**src/ttb_pkg.sv**
```systemverilog
// Package for the triangle tangent and bitangent block: widths and shared types.
package ttb_pkg;

    localparam int WORD_BITS = 32;
    localparam int FRAC_BITS = 16;
    localparam int DW = WORD_BITS + 1;
    localparam int PW = 2 * DW;
    localparam int NW = PW + 1;
    localparam int SW = NW + FRAC_BITS;
    localparam int MW = 2 * WORD_BITS + 4;
    localparam int QDEPTH = 2;

    typedef logic signed [WORD_BITS-1:0] word_t;
    typedef logic signed [DW-1:0] delta_t;

    typedef struct packed {
        delta_t dp1_x;
        delta_t dp1_y;
        delta_t dp1_z;
        delta_t dp2_x;
        delta_t dp2_y;
        delta_t dp2_z;
        delta_t du1;
        delta_t dv1;
        delta_t du2;
        delta_t dv2;
    } tri_job_t;

    typedef enum logic [2:0] {
        ST_IDLE,
        ST_MUL,
        ST_DIV,
        ST_NEXT,
        ST_OUT
    } back_state_t;

endpackage

```
**src/ttb_queue.sv**
```systemverilog
// Short job queue between the front and back parts.
module ttb_queue (
    input  logic              aclk,
    input  logic              aresetn,
    input  logic              in_valid,
    output logic              in_ready,
    input  ttb_pkg::tri_job_t in_job,
    output logic              out_valid,
    input  logic              out_ready,
    output ttb_pkg::tri_job_t out_job
);
    import ttb_pkg::*;

    localparam int AW = $clog2(QDEPTH);

    tri_job_t       mem_reg [QDEPTH];
    logic [AW-1:0]  wr_reg;
    logic [AW-1:0]  rd_reg;
    logic [AW:0]    cnt_reg;
    logic           push;
    logic           pop;

    assign in_ready  = (cnt_reg < (AW+1)'(QDEPTH));
    assign out_valid = (cnt_reg != '0);
    assign push      = in_valid && in_ready;
    assign pop       = out_valid && out_ready;
    assign out_job   = mem_reg[rd_reg];

    always_ff @(posedge aclk) begin
        if (!aresetn) begin
            wr_reg  <= '0;
            rd_reg  <= '0;
            cnt_reg <= '0;
        end else begin
            if (push) wr_reg <= wr_reg + 1'b1;
            if (pop)  rd_reg <= rd_reg + 1'b1;
            cnt_reg <= cnt_reg + (AW+1)'(push) - (AW+1)'(pop);
        end
    end

    always_ff @(posedge aclk) begin
        if (push) begin
            mem_reg[wr_reg] <= in_job;
        end
    end

    no_overflow: assert property (@(posedge aclk) disable iff (!aresetn)
        cnt_reg <= (AW+1)'(QDEPTH)) else $error("queue overflow");
    pop_only_nonempty: assert property (@(posedge aclk) disable iff (!aresetn)
        pop |-> cnt_reg != '0) else $error("pop from empty queue");
    count_tracks: assert property (@(posedge aclk) disable iff (!aresetn)
        (push && !pop) |=> cnt_reg == $past(cnt_reg) + 1'b1) else $error("count slip");

endmodule

```
**config.mk**
```make
export PLATFORM = sky130hd
export DESIGN_NAME = ttb_queue
export DESIGN_NICKNAME = d
export VERILOG_FILES = /design/src/ttb_pkg.sv /design/src/ttb_queue.sv
export SDC_FILE = /design/constraint.sdc
export NUM_CORES = 1
export LEC_CHECK = 0
export BUFFER_PORTS_ARGS = -buffer_cell sky130_fd_sc_hd__buf_2
export CAP_MARGIN = 20
export CORE_AREA = 2 2 330 332
export DETAILED_ROUTE_END_ITERATION = 10
export DIE_AREA = 0 0 332 334
export GPL_TIMING_DRIVEN = 0
export HOLD_SLACK_MARGIN = 0.1
export PLACE_DENSITY_LB_ADDON = 0.25
export SYNTH_ARGS = -nofsm -noshare
export SYNTH_HDL_FRONTEND = slang
export SYNTH_SLANG_ARGS = --single-unit
```
**constraint.sdc**
```tcl
create_clock -name aclk -period 24.2 [get_ports aclk]
set_input_delay 1.21 -clock aclk [delete_from_list [all_inputs] [get_ports aclk]]
set_output_delay 1.21 -clock aclk [all_outputs]
set_load 0.01 [all_outputs]
```
[Word-level counts from Yosys, hierarchy flattened]
Memory sizes are Yosys's and may differ from the RTL's. A register that Yosys moved wholly into a read port is not among the register bits.
Index checks and enable logic that the tools add are counted.
Operators by class
  add/sub/neg operators: 4
  reduce and logical (&&, ||, !) cells: 3
  multiplexer cells: 4
  magnitude comparators: 1
Operators with widths (count)
  1-bit two-way mux: 4
  1-bit adder, second input constant: 2
  2-bit by 1-bit adder with 2-bit output: 1
  1-bit logical AND: 2
  2-bit less-than comparator, second input constant: 1
  2-bit nonzero test: 1
  2-bit by 1-bit subtractor with 2-bit output: 1
Word-level totals
  output and inout port bits: 332
  bits of input ports: 334
  RAM bits: 660
  flip-flop bits (word level): 4
  word-level logic and storage cells: 16
  memories: 1
Memories
  mem_reg: depth 2, width 330, rd ports 1, clocked after Yosys merged registers in 1, wr ports 1, line ttb_queue.sv:16  | tri_job_t mem_reg [QDEPTH];

[Logic depth before layout (Yosys ltp)]
Gate-level depths: netlist of run 1.
  depth in word-level cells: 4
  mapped depth: 6
  mapped depth without buffers: 6

[Worst setup path after synthesis of run 1]
Ideal clock, no wire load.
  path type: input to register
  start point: input port in_valid
  end point: register wr_reg
  buffers on the path: 0
  data arrival time: 15.989 ns
  required time: 24.077 ns
  library setup time: 0.123 ns
  slack: 8.088 ns
  stages on the path: 3
  cell sequence: nand2b_1 -> nor2_1 -> o21a_1
On the way
  longest elaborated chain between the ends: 1
Ends and longest elaborated chain
  start, declared: line ttb_queue.sv:5  | input logic in_valid,
  1-bit logical AND: line ttb_queue.sv:25  | assign push = in_valid && in_ready;
  end signal, assigned: line ttb_queue.sv:35  | if (push) wr_reg <= wr_reg + 1'b1;
  end, declared: line ttb_queue.sv:17  | logic [AW-1:0] wr_reg;
No other way between the ends.
A chain may end at the register's enable or synchronous reset.

==> run_results.csv, run 1 <==
group,metric,value,unit
outcome,run_status,"completed",
placed_design,place_hpwl,45.7,mm
logic_synthesis,netlist_area,25600,µm²
placed_design,place_congestion,0.732,
floorplanning,floorplan.initialDensity,23.7,%
placed_design,port_buffer_cells,665,
run,timing.max_cap.violations,0,
clocking,cts_made_buffers,76,
clocking,tritoncts,"done",
setup_path,cp.required,22990,ps
sta,max_clock_freq,0.301,GHz
sta,period_minus_slack,3330,ps
layout,design_area,33500,µm²
clocking,post_cts.repair.setup_buffers,0,
floorplanning,die_h,334,µm
setup_path,regToRegSetupSlack,21460,ps
power,p_int,2400,µW
sta,transition_time_at_the_pin_with_the_least_slew_margin,900,ps
logic_synthesis,synth.ff_latch_count,665,
sta,rsz0062_at_grt,"no",
setup_path,worstSetupStartpointType,"flip-flop",
routing,drt-vias-per-instance,3.84,
power,power.share.clock,33.9,%
logic_synthesis,synth-seq-area-share,77.8,%
logic_synthesis,synthesis.nets,1389,
setup_path,setup.worst_path.class,"reg2out",
setup_path,timing.critical_path.to_type,"primary output",
sta,final.period_utilization,13.7,%
clocking,cts-hold-fix-buffers,0,
logic_synthesis,ys_top_cells_by_area,"sky130_fd_sc_hd__edfxtp_1 77%, sky130_fd_sc_hd__mux2_4 18%, sky130_fd_sc_hd__buf_12 2.6%, sky130_fd_sc_hd__mux2_2 1.3%, sky130_fd_sc_hd__dfxtp_1 0.39%",
power,p_sw_share,25.6,%
worst_hold_path,hp-class,"reg2reg",
logic_synthesis,post_synth.cell_area_avg,24.3,µm²
global_route,grt_first_pass_wirelength,89.4,mm
floorplanning,core_area,108000,µm²
sta,timing.max_slew.rel_slack,39.9,%
global_route,grt_usage,10.9,%
floorplanning,design.die.area,111000,µm²
routing,drt-wirelength-per-cell,18.9,µm
global_route,globalRoute.totalOverflow,0,
sta,worst_clock_skew,22.9,ps
routing,drc_errors,0,
sta,drv_slew,0,
layout,area.growth.synth_to_final,31.0,%
placed_design,detailed_place.area,31100,µm²
setup_path,crit_path_max_fanout,10,
logic_synthesis,post_synth_inst_count,1054,
logic_synthesis,synth_top_area_share,77.4,%
power,finalPower,3220,µW
floorplanning,die_w,332,µm
power,power.share.sequential,43.8,%
sta,worst_hold_margin,582,ps
clocking,longest_clk_path_bufs,3,
clocking,clkTransAtPathRegs,60,ps
routing,drt_wl_total,62.5,mm
logic_synthesis,yosys_warnings,0,
power,p_comb_share,22.3,%
clocking,cts_max_level,3,
layout,largest_register_ffs,660,
logic_synthesis,yosys.area.top_type,"sky130_fd_sc_hd__edfxtp_1",
clocking,cts_repair_resize_count,0,
routing,via_count,12700,
layout,drive_gt1_share,61.3,%
clocking,cts.sink_count,665,
layout,final_net_count,2151,
floorplanning,rows,121,
layout,postLayoutCoreUtil,31.1,%
setup_path,cp_data_arrival_time,2120,ps
layout,most-common-layout-cells,"668 x sky130_fd_sc_hd__buf_2, 660 x sky130_fd_sc_hd__edfxtp_1, 300 x sky130_fd_sc_hd__mux2_4, 77 x sky130_fd_sc_hd__clkbuf_16, 45 x sky130_fd_sc_hd__buf_12",
routing,ant_nets,0,
power,pwr_density_cell,96.1,nW/µm²
clocking,clock_tree.root_cell,"sky130_fd_sc_hd__clkbuf_16",
logic_synthesis,ys_types,23,
global_route,antenna_found_initial,24,
floorplanning,design.portCount,666,
sta,hold_fails_final_rpt,0,
clocking,insertion_delay,630,ps
global_route,first_global_vias,13800,
power,switchingPower,825,µW
global_route,grt_max_degree,62,
routing,drt_first_pass_iters,6,
layout,layout.cells.most_common,"sky130_fd_sc_hd__buf_2",
routing,drt_first_iter_violations,438,
power,vdd_drop_max,62.5,µV
sta,finalSetupViolations,0,
power,cellLeakagePower,0.0128,µW
[power by group through the flow]
stage                     registers (µW)  clock network [µW]  logic (µW)
after global placement              1520                   0         713
final                               1410                1090         720
after floorplan                     1480                   0         454
after detailed placement            1440                   0         740
after global routing                1420                1180         771
after CTS                           1410                1140         743
[cell usage after synthesis]
library cell / count
sky130_fd_sc_hd__nand3_1: 1
sky130_fd_sc_hd__buf_6: 1
sky130_fd_sc_hd__nor2_1: 1
sky130_fd_sc_hd__and3_1: 1
sky130_fd_sc_hd__or2_2: 1
sky130_fd_sc_hd__edfxtp_1: 660
sky130_fd_sc_hd__o21a_1: 1
sky130_fd_sc_hd__ha_1: 1
sky130_fd_sc_hd__o21ai_0: 3
sky130_fd_sc_hd__mux2_4: 300
sky130_fd_sc_hd__and4bb_2: 1
sky130_fd_sc_hd__dfxtp_1: 5
sky130_fd_sc_hd__inv_1: 1
sky130_fd_sc_hd__a21oi_1: 2
sky130_fd_sc_hd__xnor2_1: 1
sky130_fd_sc_hd__nand2b_1: 1
sky130_fd_sc_hd__nor2b_1: 1
sky130_fd_sc_hd__buf_12: 33
sky130_fd_sc_hd__buf_2: 3
sky130_fd_sc_hd__and2_1: 4
sky130_fd_sc_hd__nor3_1: 1
sky130_fd_sc_hd__and3b_1: 1
sky130_fd_sc_hd__mux2_2: 30
[layout make-up]
class | count | area, µm²
diodes | 7 | 17.5
plain buffers | 37 | 687
clock buffers | 101 | 2020
clock inverters | 39 | 344
fillers | 10600 | 74300
inverters | 1 | 3.75
multi-input cells | 351 | 4990
flip-flops and latches | 665 | 19900
well taps | 1414 | 1770
repair buffers | 684 | 3760
[metal layers]
layer,share of wire (%),GRT usage [%],vias to the layer above
met5,0.27,0,-
met4,2.9,4.17,24
met3,9.0,4.64,122
met2,50,19.0,488
met1,38,11.7,6239
li1,-,-,5800
[cells by family after synthesis]
| group | share of synthesized area [%] |
|---|---|
| flops | 77.8 |
| mux | 18.9 |
| buf+inv | 2.70 |
| simple gates | 0.332 |
| compound gates | 0.127 |
| xor+xnor | 0.0342 |
| fa+ha+maj | 0.0489 |
[worst max-delay path, cell delays in order (launching register included)]
cell and delay, ps:
sky130_fd_sc_hd__dfxtp_1 320, sky130_fd_sc_hd__buf_6 150, sky130_fd_sc_hd__buf_12 240, sky130_fd_sc_hd__buf_12 220, sky130_fd_sc_hd__mux2_4 370, sky130_fd_sc_hd__buf_2 160
[final timing paths]
check | from | endpoint | cells past startpoint
setup reg to reg | cnt_reg[1] | mem_reg[0][157] | 7
hold / removal | rd_reg | flip-flop | 2
hold reg to reg | rd_reg | flip-flop | 2
setup / recovery | flip-flop | out_job[112] | 5
[metrics by stage]
| stage | setup TNS (ps) | worst slack [ps] | std cells |
|---|---|---|---|
| 6_report | 0 | 20870 | 3299 |
| 5_1_grt | 0 | 20740 | 3297 |
| 4_1_cts | 0 | 20700 | 3292 |
| 3_5_place_dp | 0 | 20480 | 3152 |
| 3_3_place_gp | -367420 | -1220 | 3133 |
| 2_1_floorplan | 0 | 8090 | 1054 |
Power figures use the tool's default switching activity.
==> run 2, diff against run 1 <==
==> constraint.sdc (replaced) <==
create_clock -name aclk -period 3.3 [get_ports aclk]
set_input_delay 0.165 -clock aclk [delete_from_list [all_inputs] [get_ports aclk]]
set_output_delay 0.165 -clock aclk [all_outputs]
set_load 0.01 [all_outputs]
==> run 2 against run 1 <==
Net effect: sequential cell count unchanged; hold slack worse by 320 ps; cell count rose by 9.9%; sequential share of layout area shrank 5.5 points; sequential power rose to 7.3 times the previous value; design area increased by 10%; first-iteration DRC count up 22%; combinational power rose to 7.8 times the previous value; critical endpoint is now mem_reg[0][78]; largest cell class unchanged.
==> run_results.csv, run 2 (synthesized netlist as in run 1, its figures left out) <==
group,metric,value,unit
sta,hold_fails_final_rpt,0,
setup_path,regToRegSetupSlack,400,ps
sta,finalSetupViolations,0,
floorplanning,floorplan.initialDensity,23.7,%
setup_path,r2r-start,"cnt_reg[1]",
layout,drive_gt1_share,52.5,%
routing,drt_wl_total,63.7,mm
global_route,grt_usage,11.2,%
global_route,use_met2,19.3,%
layout,final_net_count,2487,
routing,via_count,13900,
sta,max_clock_freq,0.345,GHz
worst_hold_path,min_path_cells,2,
placed_design,detailed_place.area,31200,µm²
floorplanning,die_h,334,µm
placed_design,place_congestion,0.736,
routing,drt_first_iter_violations,534,
clocking,cts_repair_resize_count,0,
setup_path,critPathMaxStageDelay,520,ps
setup_path,cp_common_cell,"sky130_fd_sc_hd__buf_12",
layout,most-common-layout-cells,"668 x sky130_fd_sc_hd__buf_2, 660 x sky130_fd_sc_hd__edfxtp_1, 334 x sky130_fd_sc_hd__dlygate4sd3_1, 300 x sky130_fd_sc_hd__mux2_4, 81 x sky130_fd_sc_hd__clkbuf_16",
routing,drc_errors,0,
layout,area.growth.synth_to_final,44.4,%
setup_path,cell_chain_critical_path,"nand2b_4, nor2_4, buf_16, buf_12, buf_16, buf_16, buf_12, buf_12, buf_12",
layout,sequential_cell_area,19900,µm²
floorplanning,design.die.area,111000,µm²
sta,period_minus_slack,2900,ps
clocking,tritoncts,"done",
outcome,run_status,"completed",
power,finalPower,24000,µW
setup_path,slowest_stage_cell_cp,"sky130_fd_sc_hd__nor2_4",
run,timing.max_cap.violations,0,
sta,drv_slew,0,
power,cellLeakagePower,0.0142,µW
placed_design,place_hpwl,45.6,mm
global_route,globalRoute.totalOverflow,0,
clocking,longest_clk_path_bufs,3,
clocking,cts-hold-fix-buffers,334,
setup_path,cp.required,3620,ps
routing,drt-vias-per-instance,3.84,
routing,drt_first_pass_iters,4,
worst_hold_path,worst_hold_path.endpoint,"mem_reg[0][226]",
routing,drt-wirelength-per-cell,17.6,µm
clocking,clkTransAtPathRegs,60,ps
setup_path,cp_data_arrival_time,3210,ps
floorplanning,core_area,108000,µm²
layout,largest_register_ffs,660,
sta,worst_clock_skew,25.2,ps
global_route,antenna_found_initial,9,
sta,rsz0062_at_grt,"no",
global_route,busiest_layer_in_global_routing,"met2",
layout,n_fill_cell,10400,
sta,final.period_utilization,87.8,%
floorplanning,design.portCount,666,
setup_path,crit_path_max_fanout,25,
global_route,grt_first_pass_wirelength,93.1,mm
clocking,clock_tree.root_cell,"sky130_fd_sc_hd__clkbuf_16",
clocking,post_cts.repair.setup_buffers,0,
clocking,cts.sink_count,665,
layout,design_area,36900,µm²
setup_path,setup.worst_path.class,"reg2reg",
sta,timing.max_slew.rel_slack,56.7,%
clocking,cts_made_buffers,77,
worst_hold_path,hp-class,"in2reg",
setup_path,worstSetupStartpointType,"flip-flop",
placed_design,port_buffer_cells,665,
layout,multi_input_area,5000,µm²
routing,ant_nets,0,
global_route,first_global_vias,15200,
power,vdd_drop_max,455,µV
global_route,grt_max_degree,64,
floorplanning,rows,121,
clocking,cts_max_level,3,
worst_hold_path,timing.hold.worst.start,"in_job[226]",
setup_path,regToRegEndpoint,"mem_reg[0][78]",
power,pwr_density_cell,651,nW/µm²
clocking,insertion_delay,620,ps
global_route,grtUsageMet3,4.99,%
global_route,grt_util_met1,12.2,%
floorplanning,die_w,332,µm
setup_path,worst-r2r-cell-count,9,
layout,layout.cells.most_common,"sky130_fd_sc_hd__buf_2",
setup_path,timing.critical_path.to_type,"flip-flop",
sta,transition_time_at_the_pin_with_the_least_slew_margin,649,ps
-- run 2: worst max-delay path: cells and delay by family, from the launching register on --
kind	cells	cell delay, ps
buffers and inverters	7	1470
flip-flops	1	340
AND/OR/NAND/NOR	2	670
-- run 2: worst max-delay path by stage --
stage | from | endpoint | slack [ps] | cells past startpoint
after global placement | cnt_reg[1] | mem_reg[0][14] | -5650 | 2
final | cnt_reg[1] | mem_reg[0][78] | 400 | 9
after global routing | cnt_reg[1] | mem_reg[0][59] | 200 | 9
after CTS | cnt_reg[1] | mem_reg[0][54] | 320 | 9
after detailed placement | cnt_reg[1] | mem_reg[0][14] | 310 | 9
after floorplan | cnt_reg[1] | mem_reg[0][0] | -2460 | 2
-- run 2: cell type report --
cell class | count | area share, %
antenna | 1 | 0.00677
buffer | 37 | 1.86
clock buffer | 98 | 5.66
clock inverter | 39 | 0.864
inverter | 1 | 0.0102
multi-input combinational | 351 | 13.5
sequential | 665 | 53.9
tap | 1414 | 4.79
timing repair buffer | 1019 | 19.3
-- run 2: where the power goes --
group	total, µW	internal (µW)	switching (µW)
clock network	8070	4790	3280
logic	5640	2980	2650
registers	10300	10200	170
-- run 2: per-stage QoR --
| step | hold WS [ps] | cells | utilization (%) | setup slack [ps] | setup TNS, ps |
|---|---|---|---|---|---|
| floorplan | 264 | 1054 | - | -2460 | -814280 |
| global placement | 352 | 3133 | 28.5 | -5650 | -2319490 |
| detailed placement | 356 | 3153 | 28.9 | 313 | 0 |
| CTS | 185 | 3624 | 34.3 | 323 | 0 |
| global route | 203 | 3625 | 34.3 | 202 | 0 |
| finish | 261 | 3625 | 34.3 | 404 | 0 |
-- run 2: routing by layer --
| layer | share of wire [%] | vias to the layer above | wire [µm] |
|---|---|---|---|
| li1 | - | 6450 | - |
| met1 | 38 | 6857 | 24500 |
| met2 | 50 | 509 | 31700 |
| met3 | 9.0 | 106 | 5750 |
| met4 | 2.7 | 10 | 1740 |
| met5 | 0.10 | - | 65 |
