--- src/ttb_pkg.sv ---
// Package for the triangle tangent and bitangent block: widths and shared types.
package ttb_pkg;

    localparam int WORD_BITS = 32;
    localparam int FRAC_BITS = 16;
    localparam int DW = WORD_BITS + 1;
    localparam int PW = 2 * DW;
    localparam int NW = PW + 1;
    localparam int SW = NW + FRAC_BITS;
    localparam int MW = 2 * WORD_BITS + 4;
    localparam int QDEPTH = 2;

    typedef logic signed [WORD_BITS-1:0] word_t;
    typedef logic signed [DW-1:0] delta_t;

    typedef struct packed {
        delta_t dp1_x;
        delta_t dp1_y;
        delta_t dp1_z;
        delta_t dp2_x;
        delta_t dp2_y;
        delta_t dp2_z;
        delta_t du1;
        delta_t dv1;
        delta_t du2;
        delta_t dv2;
    } tri_job_t;

    typedef enum logic [2:0] {
        ST_IDLE,
        ST_MUL,
        ST_DIV,
        ST_NEXT,
        ST_OUT
    } back_state_t;

endpackage

--- src/ttb_front.sv ---
// Front part: holds the first two vertices and forms deltas on the third.
module ttb_front (
    input  logic                aclk,
    input  logic                aresetn,
    input  logic                s_valid,
    output logic                s_ready,
    input  ttb_pkg::word_t      s_pos_x,
    input  ttb_pkg::word_t      s_pos_y,
    input  ttb_pkg::word_t      s_pos_z,
    input  ttb_pkg::word_t      s_tex_u,
    input  ttb_pkg::word_t      s_tex_v,
    output logic                job_valid,
    input  logic                job_ready,
    output ttb_pkg::tri_job_t   job
);
    import ttb_pkg::*;

    logic [1:0] count_reg;
    word_t      p1_reg [3];
    word_t      p2_reg [3];
    word_t      t1_reg [2];
    word_t      t2_reg [2];
    logic       third;
    logic       take;

    function automatic delta_t dsub(input word_t a, input word_t b);
        return delta_t'(a) - delta_t'(b);
    endfunction

    assign third     = (count_reg == 2'd2);
    assign s_ready   = !third || job_ready;
    assign job_valid = s_valid && third;
    assign take      = s_valid && s_ready;

    always_comb begin
        job.dp1_x = dsub(p2_reg[0], p1_reg[0]);
        job.dp1_y = dsub(p2_reg[1], p1_reg[1]);
        job.dp1_z = dsub(p2_reg[2], p1_reg[2]);
        job.dp2_x = dsub(s_pos_x, p1_reg[0]);
        job.dp2_y = dsub(s_pos_y, p1_reg[1]);
        job.dp2_z = dsub(s_pos_z, p1_reg[2]);
        job.du1   = dsub(t2_reg[0], t1_reg[0]);
        job.dv1   = dsub(t2_reg[1], t1_reg[1]);
        job.du2   = dsub(s_tex_u, t1_reg[0]);
        job.dv2   = dsub(s_tex_v, t1_reg[1]);
    end

    always_ff @(posedge aclk) begin
        if (!aresetn) begin
            count_reg <= 2'd0;
        end else if (take) begin
            count_reg <= (count_reg == 2'd1) ? 2'd2 : (third ? 2'd0 : 2'd1);
        end
    end

    always_ff @(posedge aclk) begin
        if (take && count_reg == 2'd1) begin
            p2_reg[0] <= s_pos_x;
            p2_reg[1] <= s_pos_y;
            p2_reg[2] <= s_pos_z;
            t2_reg[0] <= s_tex_u;
            t2_reg[1] <= s_tex_v;
        end else if (take && !third) begin
            p1_reg[0] <= s_pos_x;
            p1_reg[1] <= s_pos_y;
            p1_reg[2] <= s_pos_z;
            t1_reg[0] <= s_tex_u;
            t1_reg[1] <= s_tex_v;
        end
    end

    count_never_three: assert property (@(posedge aclk) disable iff (!aresetn)
        count_reg != 2'd3) else $error("vertex count out of range");
    job_only_on_third: assert property (@(posedge aclk) disable iff (!aresetn)
        job_valid |-> third) else $error("job without third vertex");
    wraps_after_third: assert property (@(posedge aclk) disable iff (!aresetn)
        (take && third) |=> count_reg == 2'd0) else $error("count did not wrap");

endmodule

--- config.mk ---
export PLATFORM = sky130hd
export DESIGN_NAME = ttb_front
export DESIGN_NICKNAME = d
export VERILOG_FILES = /design/src/ttb_pkg.sv /design/src/ttb_front.sv
export SDC_FILE = /design/constraint.sdc
export NUM_CORES = 1
export LEC_CHECK = 0
export BUFFER_PORTS_ARGS = -buffer_cell sky130_fd_sc_hd__buf_2
export CORE_MARGIN = 10
export CORE_UTILIZATION = 57
export CTS_BUF_LIST = sky130_fd_sc_hd__clkbuf_16
export DETAILED_ROUTE_END_ITERATION = 10
export GPL_TIMING_DRIVEN = 1
export PLACE_DENSITY_LB_ADDON = 0.2
export SKIP_CTS_REPAIR_TIMING = 1
export SLEW_MARGIN = 20
export SYNTH_ARGS = -nofsm -noshare
export SYNTH_HDL_FRONTEND = slang
export SYNTH_SLANG_ARGS = --single-unit
--- constraint.sdc ---
create_clock -name aclk -period 16.9 [get_ports aclk]
set_clock_uncertainty 0.2 [all_clocks]
set_input_delay 3.38 -clock aclk [delete_from_list [all_inputs] [get_ports aclk]]
set_output_delay 3.38 -clock aclk [all_outputs]
set_load 0.02 [all_outputs]
# Word level (Yosys, flattened, before mapping)
# Memories as Yosys holds them, arrays and structs flattened.
# Cells that the tools add are included.
# word_totals
register_bits	2
inputBits	164
ramBits	320
mem_count	4
wordCells	30
# op_classes
reduce_logical	6
n_mux	7
eq_ne	2
addsub	10
# mem_list
memory	words	word_bits	rd	rd_clocked_by_memory_dff	write_ports	line_no	rtl
p1_reg	3	32	3	0	3	ttb_front.sv:19	word_t p1_reg [3];
p2_reg	3	32	3	0	3	ttb_front.sv:20	word_t p2_reg [3];
t1_reg	2	32	2	0	2	ttb_front.sv:21	word_t t1_reg [2];
t2_reg	2	32	2	0	2	ttb_front.sv:22	word_t t2_reg [2];
# ops
op	count
subtractor 32 x 32 -> 33 bit	10
two-way mux 1 bit	6
logical AND 1 bit	4
== test 2 x 1 -> 1 bit (second input constant)	1
== test 2 bit (second input constant)	1
two-way mux 2 bit	1
zero test 1 bit	1
logical OR 1 bit	1

# Longest topological paths before layout
# Gate-level depths: netlist of the first run.
# logic_depth
ltp_word	8
mapped_depth	14
mapped_depth_nobuf	14

# Worst setup path after synthesis of the first run
# OpenSTA, ideal clock, no wires.
# synth_timing
path_kind	input to register
from	input port s_valid
to	memory p1_reg[0][0] in the netlist's numbering, enable pin
path_buffers	0
setup_ns	0.907
path_slack_ns	0.998
required_time_ns	15.793
path_stages	1
arrival_ns	14.795
path_cell_list	nor3b_1
# synth_lines
element	line_no	rtl
start, declared	ttb_front.sv:5	input logic s_valid,
end, declared	ttb_front.sv:19	

==> results of run 1 <==
metrics by stage:
step           worst slack [ns]    util
4_1_cts                   6.264  0.6774
2_1_floorplan            0.9982       -
3_3_place_gp              6.368  0.6485
5_1_grt                   5.904  0.6780
3_5_place_dp              6.300  0.6485
6_report                  6.216  0.6784
worst max-delay path by stage:
stage	start	to	slack, ns	cells past startpoint
global placement	s_pos_x[0]	job[228]	6.37	16
floorplan	s_valid	p1_reg[0][0]	1.0	1
global route	s_pos_x[0]	job[228]	5.90	16
detailed placement	s_pos_x[0]	job[228]	6.30	16
finish	s_pos_x[0]	job[228]	6.22	16
CTS	s_pos_x[0]	job[228]	6.26	16
area by class of cell:
| cell class | instances | share of cell area |
|---|---|---|
| Multi-Input combinational cell | 1979 | 0.4913 |
| Clock inverter | 28 | 0.008318 |
| Sequential cell | 322 | 0.3224 |
| Clock buffer | 41 | 0.03428 |
| Tap cell | 592 | 0.02475 |
| Antenna cell | 18 | 0.001505 |
| Inverter | 268 | 0.03361 |
| Timing Repair Buffer | 498 | 0.08393 |
Yosys cell counts, types with 11 or more instances:
cell type / instances
and3_1: 33
a21o_1: 158
edfxtp_1: 320
nand3_1: 53
a21oi_1: 259
nor2_1: 143
o21a_1: 47
clkbuf_1: 22
nor2b_1: 56
xnor2_1: 191
ha_1: 322
o31ai_1: 12
o21ai_1: 11
inv_1: 268
o211ai_1: 13
nand4_1: 26
and2_1: 12
xor2_1: 78
o21bai_1: 37
o21ai_0: 115
nand2b_1: 46
a211oi_1: 20
nor3_1: 35
a31oi_1: 29
nand2_1: 127
kinds of logic (layout without fill, tap and decap cells):
logic type | Yosys count | after routing | synth area share
buffers and inverters | 290 | 835 | 0.04280
and+or+nand+nor | 572 | 572 | 0.1111
other | 0 | 18 | 0
xor gates and xnor gates | 269 | 269 | 0.09264
AOI/OAI and AO/OA | 806 | 806 | 0.2078
DFF | 322 | 322 | 0.3794
adders and majority gates | 332 | 332 | 0.1663
worst max-delay path: stages:
cell and delay, ns:
buf_2 0.10, inv_1 0.04, ha_1 0.21, fa_1 0.41, nand2b_1 0.20, a211oi_1 0.25, o31ai_1 0.13, a21oi_1 0.28
a21oi_1 0.22, o311ai_0 0.44, a21oi_1 0.20, o21ai_0 0.49, a21o_1 0.20, a21oi_1 0.07, xnor2_1 0.25, buf_2 0.23
layer usage:
layer / track usage / wire length [um] / share of wire / vias up
met5: 0 / 121 / 0.0016 / -
met4: 0.1085 / 2979 / 0.040 / 20
met3: 0.06035 / 5882 / 0.080 / 155
met2: 0.4274 / 33890 / 0.46 / 745
met1: 0.3282 / 30970 / 0.42 / 10160
li1: - / - / - / 10560
power by group:
part | switching [mW] | leakage, nW | internal (mW) | total (mW)
sequential | 0.0131 | 3.01 | 0.937 | 0.950
combinational | 0.813 | 10.4 | 0.441 | 1.25
clock | 0.335 | 0.648 | 0.512 | 0.847
total | 1.16 | 14.0 | 1.89 | 3.05
==> impl_metrics.env, run 1 <==
export IMPL_synth_area_per_cell_um2=9.816
export IMPL_clk_pin_slew_worst_paths_ns=0.06
export IMPL_die_h_um=231.2
export IMPL_hold_path_startpoint="count_reg[0]"
export IMPL_grt_use_total=0.2615
export IMPL_ys_warnings_count=0
export IMPL_power_total_mw=3.050
export IMPL_tightest_slew_ns=1.009
export IMPL_yosysTopAreaCell="edfxtp_1"
export IMPL_route_detailed_drc=0
export IMPL_synth_ff_latch_count=322
export IMPL_area_growth_pct=17.70
export IMPL_io_pins=496
export IMPL_slew_headroom=0.3272
export IMPL_nFillCells=3594
export IMPL_holdPathEnd="count_reg[0]"
export IMPL_initial_core_util=0.5764
export IMPL_synthFlopType="edfxtp_1"
export IMPL_finalSetupViolCount=0
export IMPL_layout_drive_gt1_share=0.1859
export IMPL_grt_start_max_net_pins=161
export IMPL_wl_per_cell_um=19.71
export IMPL_final_common_cell="buf_2"
export IMPL_async_flop_share=0
export IMPL_clock_sinks=322
export IMPL_synthDistinctLibCells=74
export IMPL_status="completed"
export IMPL_r2r_end="t2_reg[0][34]"
export IMPL_cts_made_buffers=40
export IMPL_synth_top_area_share=0.3778
export IMPL_synth_area_um2=25430
export IMPL_fin_crit_ns=10.68
export IMPL_hold_viol=0
export IMPL_crit_path_start_kind="input port"
export IMPL_ff2ff_path_depth=6
export IMPL_detail_route_iter0_violations=1637
export IMPL_hold_worst_slack_ns=0.4202
export IMPL_first_pass_iters=5
export IMPL_fp_dieW_um=231.2
export IMPL_holdPathStages=3
export IMPL_portBuffers=495
export IMPL_postRouteAntennaNets=0
export IMPL_fin_crit_sh=0.6322
export IMPL_vias=21640
export IMPL_maxSlewViolCount=0
export IMPL_cp_arrival_ns=7.10
export IMPL_cts_root_buf="clkbuf_16"
export IMPL_rows=77
export IMPL_routed_wl_mm=73.84
export IMPL_antenna_found_initial=26
export IMPL_grt_overflow=0
export IMPL_nets=3605
export IMPL_final_cell_mix="buf_2, ha_1, edfxtp_1"
export IMPL_final_cell_area_um2=29930
export IMPL_routabilityCongestion=0.9251
export IMPL_place_area_um2=28610
export IMPL_critPathKind="input port to primary output"
export IMPL_leakagePower_nw=14.01
export IMPL_required_ns=13.32
export IMPL_seq_area_um2=9649
export IMPL_viasPerCell=5.777
export IMPL_peakVddDrop_uv=100.6
export IMPL_clock_latency_ns=0.56
export IMPL_min_path_type="flip-flop to flip-flop"
export IMPL_clock_tree_buffer_depth=3
export IMPL_synth_edf_count=320
export IMPL_multi_input_area_um2=14710
export IMPL_syn_inst=2591
export IMPL_path_max_fanout=3
export IMPL_final_cell_count_no_fill=3746
export IMPL_cts_tree="yes"
export IMPL_first_global_vias=21170
export IMPL_ys_seq_area_frac=0.3794
export IMPL_timing_rr_start="count_reg[0]"
export IMPL_critPathCaptureType="primary output"
export IMPL_cts_htree_levels=2
export IMPL_fin_tns_setup_ns=0
export IMPL_core_area_um2=44120
export IMPL_hpwl_mm=58.77
export IMPL_synth_area_top_cells="edfxtp_1, ha_1, xnor2_1"
export IMPL_maxCapViolations=0
export IMPL_synth_fp_nets=3087
export IMPL_rsz0062_at_grt="no"
export IMPL_dp_cells=3659
export IMPL_grt_pass1_wl_mm=112.6
export IMPL_rrSetupSlack_ns=13.18
export IMPL_fmax_mhz=93.60
export IMPL_die_area_um2=53470
export IMPL_power_density_nw_per_um2=101.9
(Power assumes the default switching activity.)
==> run 2, diff against run 1 <==
==> constraint.sdc (replaced) <==
create_clock -name aclk -period 10.6 [get_ports aclk]
set_clock_uncertainty 0.2 [all_clocks]
set_input_delay 2.12 -clock aclk [delete_from_list [all_inputs] [get_ports aclk]]
set_output_delay 2.12 -clock aclk [all_outputs]
set_load 0.02 [all_outputs]
==> run 2 against run 1 <==
Count of clock-buffer cells in the layout is the same. Core utilization grew 0.18 points. Combinational power grew 61%. Sequential share of layout area shrank 0.086 points. Critical path type unchanged. Highest routed layer unchanged. Die area is the same. Wire length grew 2.1%. Worst hold slack gained 0.0023 ns. Non-clock buffer count grew 2. First-iteration DRC count grew 16%.
==> impl_metrics.env, run 2 (synthesized netlist as in run 1, its figures left out) <==
export IMPL_endpoint="job[228]"
export IMPL_final_common_cell="buf_2"
export IMPL_grt_pass1_wl_mm=115.8
export IMPL_slowest_delay_ns=0.45
export IMPL_clk_pin_slew_worst_paths_ns=0.06
export IMPL_routabilityCongestion=0.9450
export IMPL_fp_dieW_um=231.2
export IMPL_finalSetupViolCount=0
export IMPL_leakagePower_nw=14.04
export IMPL_cp_depth=16
export IMPL_first_global_vias=21350
export IMPL_rrSetupSlack_ns=7.55
export IMPL_switching_share=0.3790
export IMPL_clock_sinks=322
export IMPL_min_path_type="flip-flop to flip-flop"
export IMPL_cp_arrival_ns=5.76
export IMPL_hold_worst_slack_ns=0.4226
export IMPL_slowest_stage="o21ai_0"
export IMPL_cp_buffers_inverters=3
export IMPL_fin_tns_setup_ns=0
export IMPL_clock_latency_ns=0.55
export IMPL_initial_core_util=0.5764
export IMPL_area_growth_pct=18.01
export IMPL_critPathKind="input port to primary output"
export IMPL_viasPerCell=5.829
export IMPL_postRouteAntennaNets=0
export IMPL_rsz0062_at_grt="no"
export IMPL_switchingPower_mw=1.871
export IMPL_path_cells="buf_2 > inv_1 > ha_1 > fa_1 > nand2b_1 > a211oi_1 > o31ai_1 > a21oi_1 > a21oi_1 > o311ai_0 > a21oi_1 > o21ai_0 > a21o_1 > a21oi_1 > xnor2_1 > buf_2"
export IMPL_critical_path_most_common_cell="a21oi_1"
export IMPL_antenna_found_initial=28
export IMPL_status="completed"
export IMPL_nets=3607
export IMPL_pwr_share_seq=0.307
export IMPL_power_total_mw=4.936
export IMPL_timing_rr_start="count_reg[0]"
export IMPL_route_detailed_drc=0
export IMPL_hold_viol=0
export IMPL_rows=77
export IMPL_io_pins=496
export IMPL_critical_path_top_delay_family="compound AO/OA/AOI/OAI gates"
export IMPL_clkPwrFrac=0.287
export IMPL_cts_tree="yes"
export IMPL_seq_area_um2=9649
export IMPL_final_cell_count_no_fill=3751
export IMPL_internal_power_mw=3.065
export IMPL_die_area_um2=53470
export IMPL_die_h_um=231.2
export IMPL_place_area_um2=28620
export IMPL_crit_start="s_pos_x[0]"
export IMPL_ff2ff_path_depth=5
export IMPL_fmax_mhz=123.7
export IMPL_final_cell_area_um2=30010
export IMPL_cts_htree_levels=2
export IMPL_fin_crit_ns=8.083
export IMPL_maxCapViolations=0
export IMPL_path_max_fanout=3
export IMPL_core_area_um2=44120
export IMPL_fin_crit_sh=0.7625
export IMPL_vias=21860
export IMPL_first_pass_iters=5
export IMPL_multi_input_area_um2=14710
export IMPL_detail_route_iter0_violations=1901
export IMPL_place_ws_ns=2.547
export IMPL_peakVddDrop_uv=127.9
export IMPL_portBuffers=495
export IMPL_fin_ws_ns=2.517
export IMPL_power_density_nw_per_um2=164.5
export IMPL_critPathCaptureType="primary output"
export IMPL_grt_overflow=0
export IMPL_tightest_slew_ns=1.055
export IMPL_hpwl_mm=60.25
export IMPL_p_comb_frac=0.407
export IMPL_clock_tree_buffer_depth=3
export IMPL_fin_util=0.6802
export IMPL_maxSlewViolCount=0
export IMPL_crit_path_start_kind="input port"
export IMPL_grt_use_total=0.2683
export IMPL_final_cell_mix="buf_2, ha_1, edfxtp_1"
export IMPL_wl_per_cell_um=20.11
export IMPL_cts_made_buffers=40
export IMPL_required_ns=8.28
export IMPL_slew_headroom=0.2965
export IMPL_layout_drive_gt1_share=0.1876
export IMPL_cts_root_buf="clkbuf_16"
export IMPL_routed_wl_mm=75.42
export IMPL_grt_start_max_net_pins=67
export IMPL_nFillCells=3556
export IMPL_dp_cells=3661
export IMPL_r2r_end="p2_reg[0][13]"
[run 2: cell types whose count changed in the layout (fill, tap and decap cells not counted), sizes merged]
cell and change:
buf +2, bufinv +2, clkinv +2, clkinvlp +1
diode +1, inv -3
[run 2: per-layer routing]
metal / global-route usage / part of all wire / up-vias
met5: 0 / 0.0022 / -
met4: 0.1110 / 0.037 / 26
met3: 0.06413 / 0.076 / 167
met2: 0.4415 / 0.47 / 752
met1: 0.3332 / 0.42 / 10350
li1: - / - / 10570
[run 2: worst register-to-register path, cell delays in order, from the launching register on]
cell	delay [ns]
dfxtp_1	0.34
inv_1	0.06
ha_1	0.25
nand2b_1	0.16
and3_4	0.65
buf_4	0.88
[run 2: area by class of cell]
class,instances,share of cell area
timing repair buffer,500,0.08379
clock buffer,41,0.03418
sequential,322,0.3215
inverter,268,0.03352
tap,592,0.02468
clock inverter,30,0.01059
multi-input combinational,1979,0.4902
antenna,19,0.001584
[run 2: worst min-delay path by stage]
stage | depth (start not counted) | start | endpoint | slack, ns
global route | 3 | count_reg[1] | count_reg[1] | 0.46
finish | 3 | count_reg[1] | count_reg[1] | 0.42
floorplan | 3 | count_reg[1] | count_reg[1] | 0.38
detailed placement | 3 | count_reg[1] | count_reg[1] | 0.42
global placement | 3 | count_reg[1] | count_reg[1] | 0.39
CTS | 3 | count_reg[1] | count_reg[1] | 0.43
[run 2: power by group through the flow]
stage / Sequential (mW) / Clock, mW / Combinational [mW]
final: 1.51 / 1.41 / 2.01
after global routing: 1.52 / 1.49 / 2.16
after detailed placement: 1.54 / 0 / 1.99
after floorplan: 1.55 / 0 / 1.33
after CTS: 1.51 / 1.43 / 2.00
after global placement: 1.54 / 0 / 1.96
==> run 3, diff against run 2 <==
==> constraint.sdc (replaced) <==
create_clock -name aclk -period 8.3 [get_ports aclk]
set_clock_uncertainty 0.2 [all_clocks]
set_input_delay 1.66 -clock aclk [delete_from_list [all_inputs] [get_ports aclk]]
set_output_delay 1.66 -clock aclk [all_outputs]
set_load 0.02 [all_outputs]
==> run 3 against run 2 <==
Final area fell by 0.66%. Clock power increased by 11%. Core utilization shrank 0.45 points. Die area did not move. Power increased by 22%. Wire length shrank 3.0%. Combinational power grew 26%. Worst setup slack worse by 1.7 ns. Non-clock buffer count is 1 lower. Via count is 0.76% lower. Global-route usage is 0.64 points lower. First-iteration DRC count down 12%.
==> impl_metrics.env, run 3 (synthesized netlist as in run 1, its figures left out) <==
export IMPL_fin_ws_ns=0.8517
export IMPL_vias=21700
export IMPL_internal_power_mw=3.691
export IMPL_first_global_vias=21430
export IMPL_fmax_mhz=134.3
export IMPL_antenna_found_initial=20
export IMPL_leakagePower_nw=13.97
export IMPL_slowest_stage="o311ai_0"
export IMPL_slowest_delay_ns=0.61
export IMPL_grt_use_total=0.2620
export IMPL_routabilityCongestion=0.9321
export IMPL_clock_tree_buffer_depth=3
export IMPL_maxSlewViolCount=0
export IMPL_pwr_share_seq=0.320
export IMPL_initial_core_util=0.5764
export IMPL_io_pins=496
export IMPL_drt_met1_wl_mm=30.81
export IMPL_grt_start_max_net_pins=107
export IMPL_grt_pass1_wl_mm=113.1
export IMPL_cts_htree_levels=2
export IMPL_routed_wl_mm=73.14
export IMPL_nFillCells=3577
export IMPL_r2r_end="p1_reg[0][94]"
export IMPL_required_ns=6.44
export IMPL_cp_buffers_inverters=3
export IMPL_hold_viol=0
export IMPL_path_max_fanout=3
export IMPL_wl_per_cell_um=19.53
export IMPL_p_comb_frac=0.421
export IMPL_die_h_um=231.2
export IMPL_cts_made_buffers=40
export IMPL_first_pass_iters=5
export IMPL_critPathCaptureType="primary output"
export IMPL_area_growth_pct=17.23
export IMPL_final_common_cell="buf_2"
export IMPL_clock_sinks=322
export IMPL_postRouteAntennaNets=0
export IMPL_rrSetupSlack_ns=5.17
export IMPL_cp_arrival_ns=5.59
export IMPL_tightest_slew_ns=0.9190
export IMPL_rows=77
export IMPL_peakVddDrop_uv=143.1
export IMPL_layout_drive_gt1_share=0.1851
export IMPL_viasPerCell=5.795
export IMPL_final_cell_mix="buf_2, ha_1, edfxtp_1"
export IMPL_path_cells="buf_2 > inv_1 > ha_1 > fa_1 > nand2b_1 > a211oi_1 > o31ai_1 > a21oi_1 > a21oi_1 > o311ai_0 > a21oi_1 > o21ai_0 > a21o_1 > a21oi_1 > xnor2_1 > buf_2"
export IMPL_cts_root_buf="clkbuf_16"
export IMPL_slew_headroom=0.3793
export IMPL_power_density_nw_per_um2=202.5
export IMPL_critPathKind="input port to primary output"
export IMPL_switching_share=0.3888
export IMPL_die_area_um2=53470
export IMPL_hold_path_startpoint="count_reg[0]"
export IMPL_timing_rr_start="count_reg[0]"
export IMPL_hpwl_mm=59.32
export IMPL_dp_cells=3660
export IMPL_fin_tns_setup_ns=0
export IMPL_final_cell_count_no_fill=3744
export IMPL_fin_crit_sh=0.8974
export IMPL_crit_start="s_pos_x[0]"
export IMPL_endpoint="job[228]"
export IMPL_detail_route_iter0_violations=1676
export IMPL_portBuffers=495
export IMPL_switchingPower_mw=2.347
export IMPL_cts_tree="yes"
export IMPL_crit_path_start_kind="input port"
export IMPL_wl_met3_mm=5.128
export IMPL_nets=3606
export IMPL_route_detailed_drc=0
export IMPL_rsz0062_at_grt="no"
export IMPL_power_total_mw=6.038
export IMPL_finalSetupViolCount=0
export IMPL_ff2ff_path_depth=5
export IMPL_fp_dieW_um=231.2
export IMPL_cp_depth=16
export IMPL_critical_path_most_common_cell="a21oi_1"
export IMPL_clock_latency_ns=0.55
export IMPL_dr_wl_met2_mm=34.08
export IMPL_grt_overflow=0
export IMPL_maxCapViolations=0
export IMPL_min_path_type="flip-flop to flip-flop"
export IMPL_place_ws_ns=1.042
export IMPL_status="completed"
export IMPL_clkPwrFrac=0.258
export IMPL_core_area_um2=44120
export IMPL_top_layer="met5"
export IMPL_fin_crit_ns=7.448
export IMPL_critical_path_top_delay_family="compound AO/OA/AOI/OAI gates"
export IMPL_clk_pin_slew_worst_paths_ns=0.05
## run 3: changes by cell type in the layout (fill, tap and decap cells not counted), sizes merged
cell | previous run | this run
buf | 500 | 499
bufinv | 7 | 0
clkinvlp | 1 | 2
diode | 19 | 13
inv | 271 | 277
## run 3: worst min-delay path, cell delays in order (launching register included)
cell and delay, ns:
dfxtp_1 0.31, inv_1 0.07, a21oi_1 0.04, o21a_1 0.15
## run 3: worst min-delay path by stage
stage / end / slack [ns] / cells after the start
5_1_grt: count_reg[0] / 0.47 / 3
3_5_place_dp: count_reg[0] / 0.42 / 3
2_1_floorplan: count_reg[1] / 0.38 / 3
3_3_place_gp: count_reg[1] / 0.39 / 3
4_1_cts: count_reg[0] / 0.43 / 3
6_report: count_reg[0] / 0.42 / 3
## run 3: cell type report
type	instances	area, um^2	share of cell area
well taps	592	740.7	0.02484
clock inverters	30	128.9	0.004322
clock buffers	41	1026	0.03441
diodes	13	32.53	0.001091
inverters	268	1006	0.03374
flip-flops and latches	322	9649	0.3236
repair buffers	499	2520	0.08452
multi-input cells	1979	14710	0.4934
## run 3: power groups by stage
stage | Sequential, mW | Clock [mW] | Combinational [mW]
detailed placement | 1.97 | 0 | 2.53
CTS | 1.93 | 1.59 | 2.55
floorplan | 1.97 | 0 | 1.70
global placement | 1.96 | 0 | 2.49
global route | 1.94 | 1.65 | 2.75
finish | 1.93 | 1.56 | 2.54
## run 3: routing by layer
metal / track usage / up-vias
li1: - / 10560
met1: 0.3286 / 10230
met2: 0.4319 / 726
met3: 0.05302 / 157
met4: 0.1135 / 18
met5: 0 / -
## run 3: stage by stage
stage	cell area (um^2)	utilization	hold slack, ns
detailed placement	28630	0.6488	0.4185
global route	29800	0.6754	0.4653
finish	29810	0.6757	0.4189
CTS	29780	0.6750	0.4263
floorplan	25440	-	0.3848
global placement	28630	0.6488	0.3912
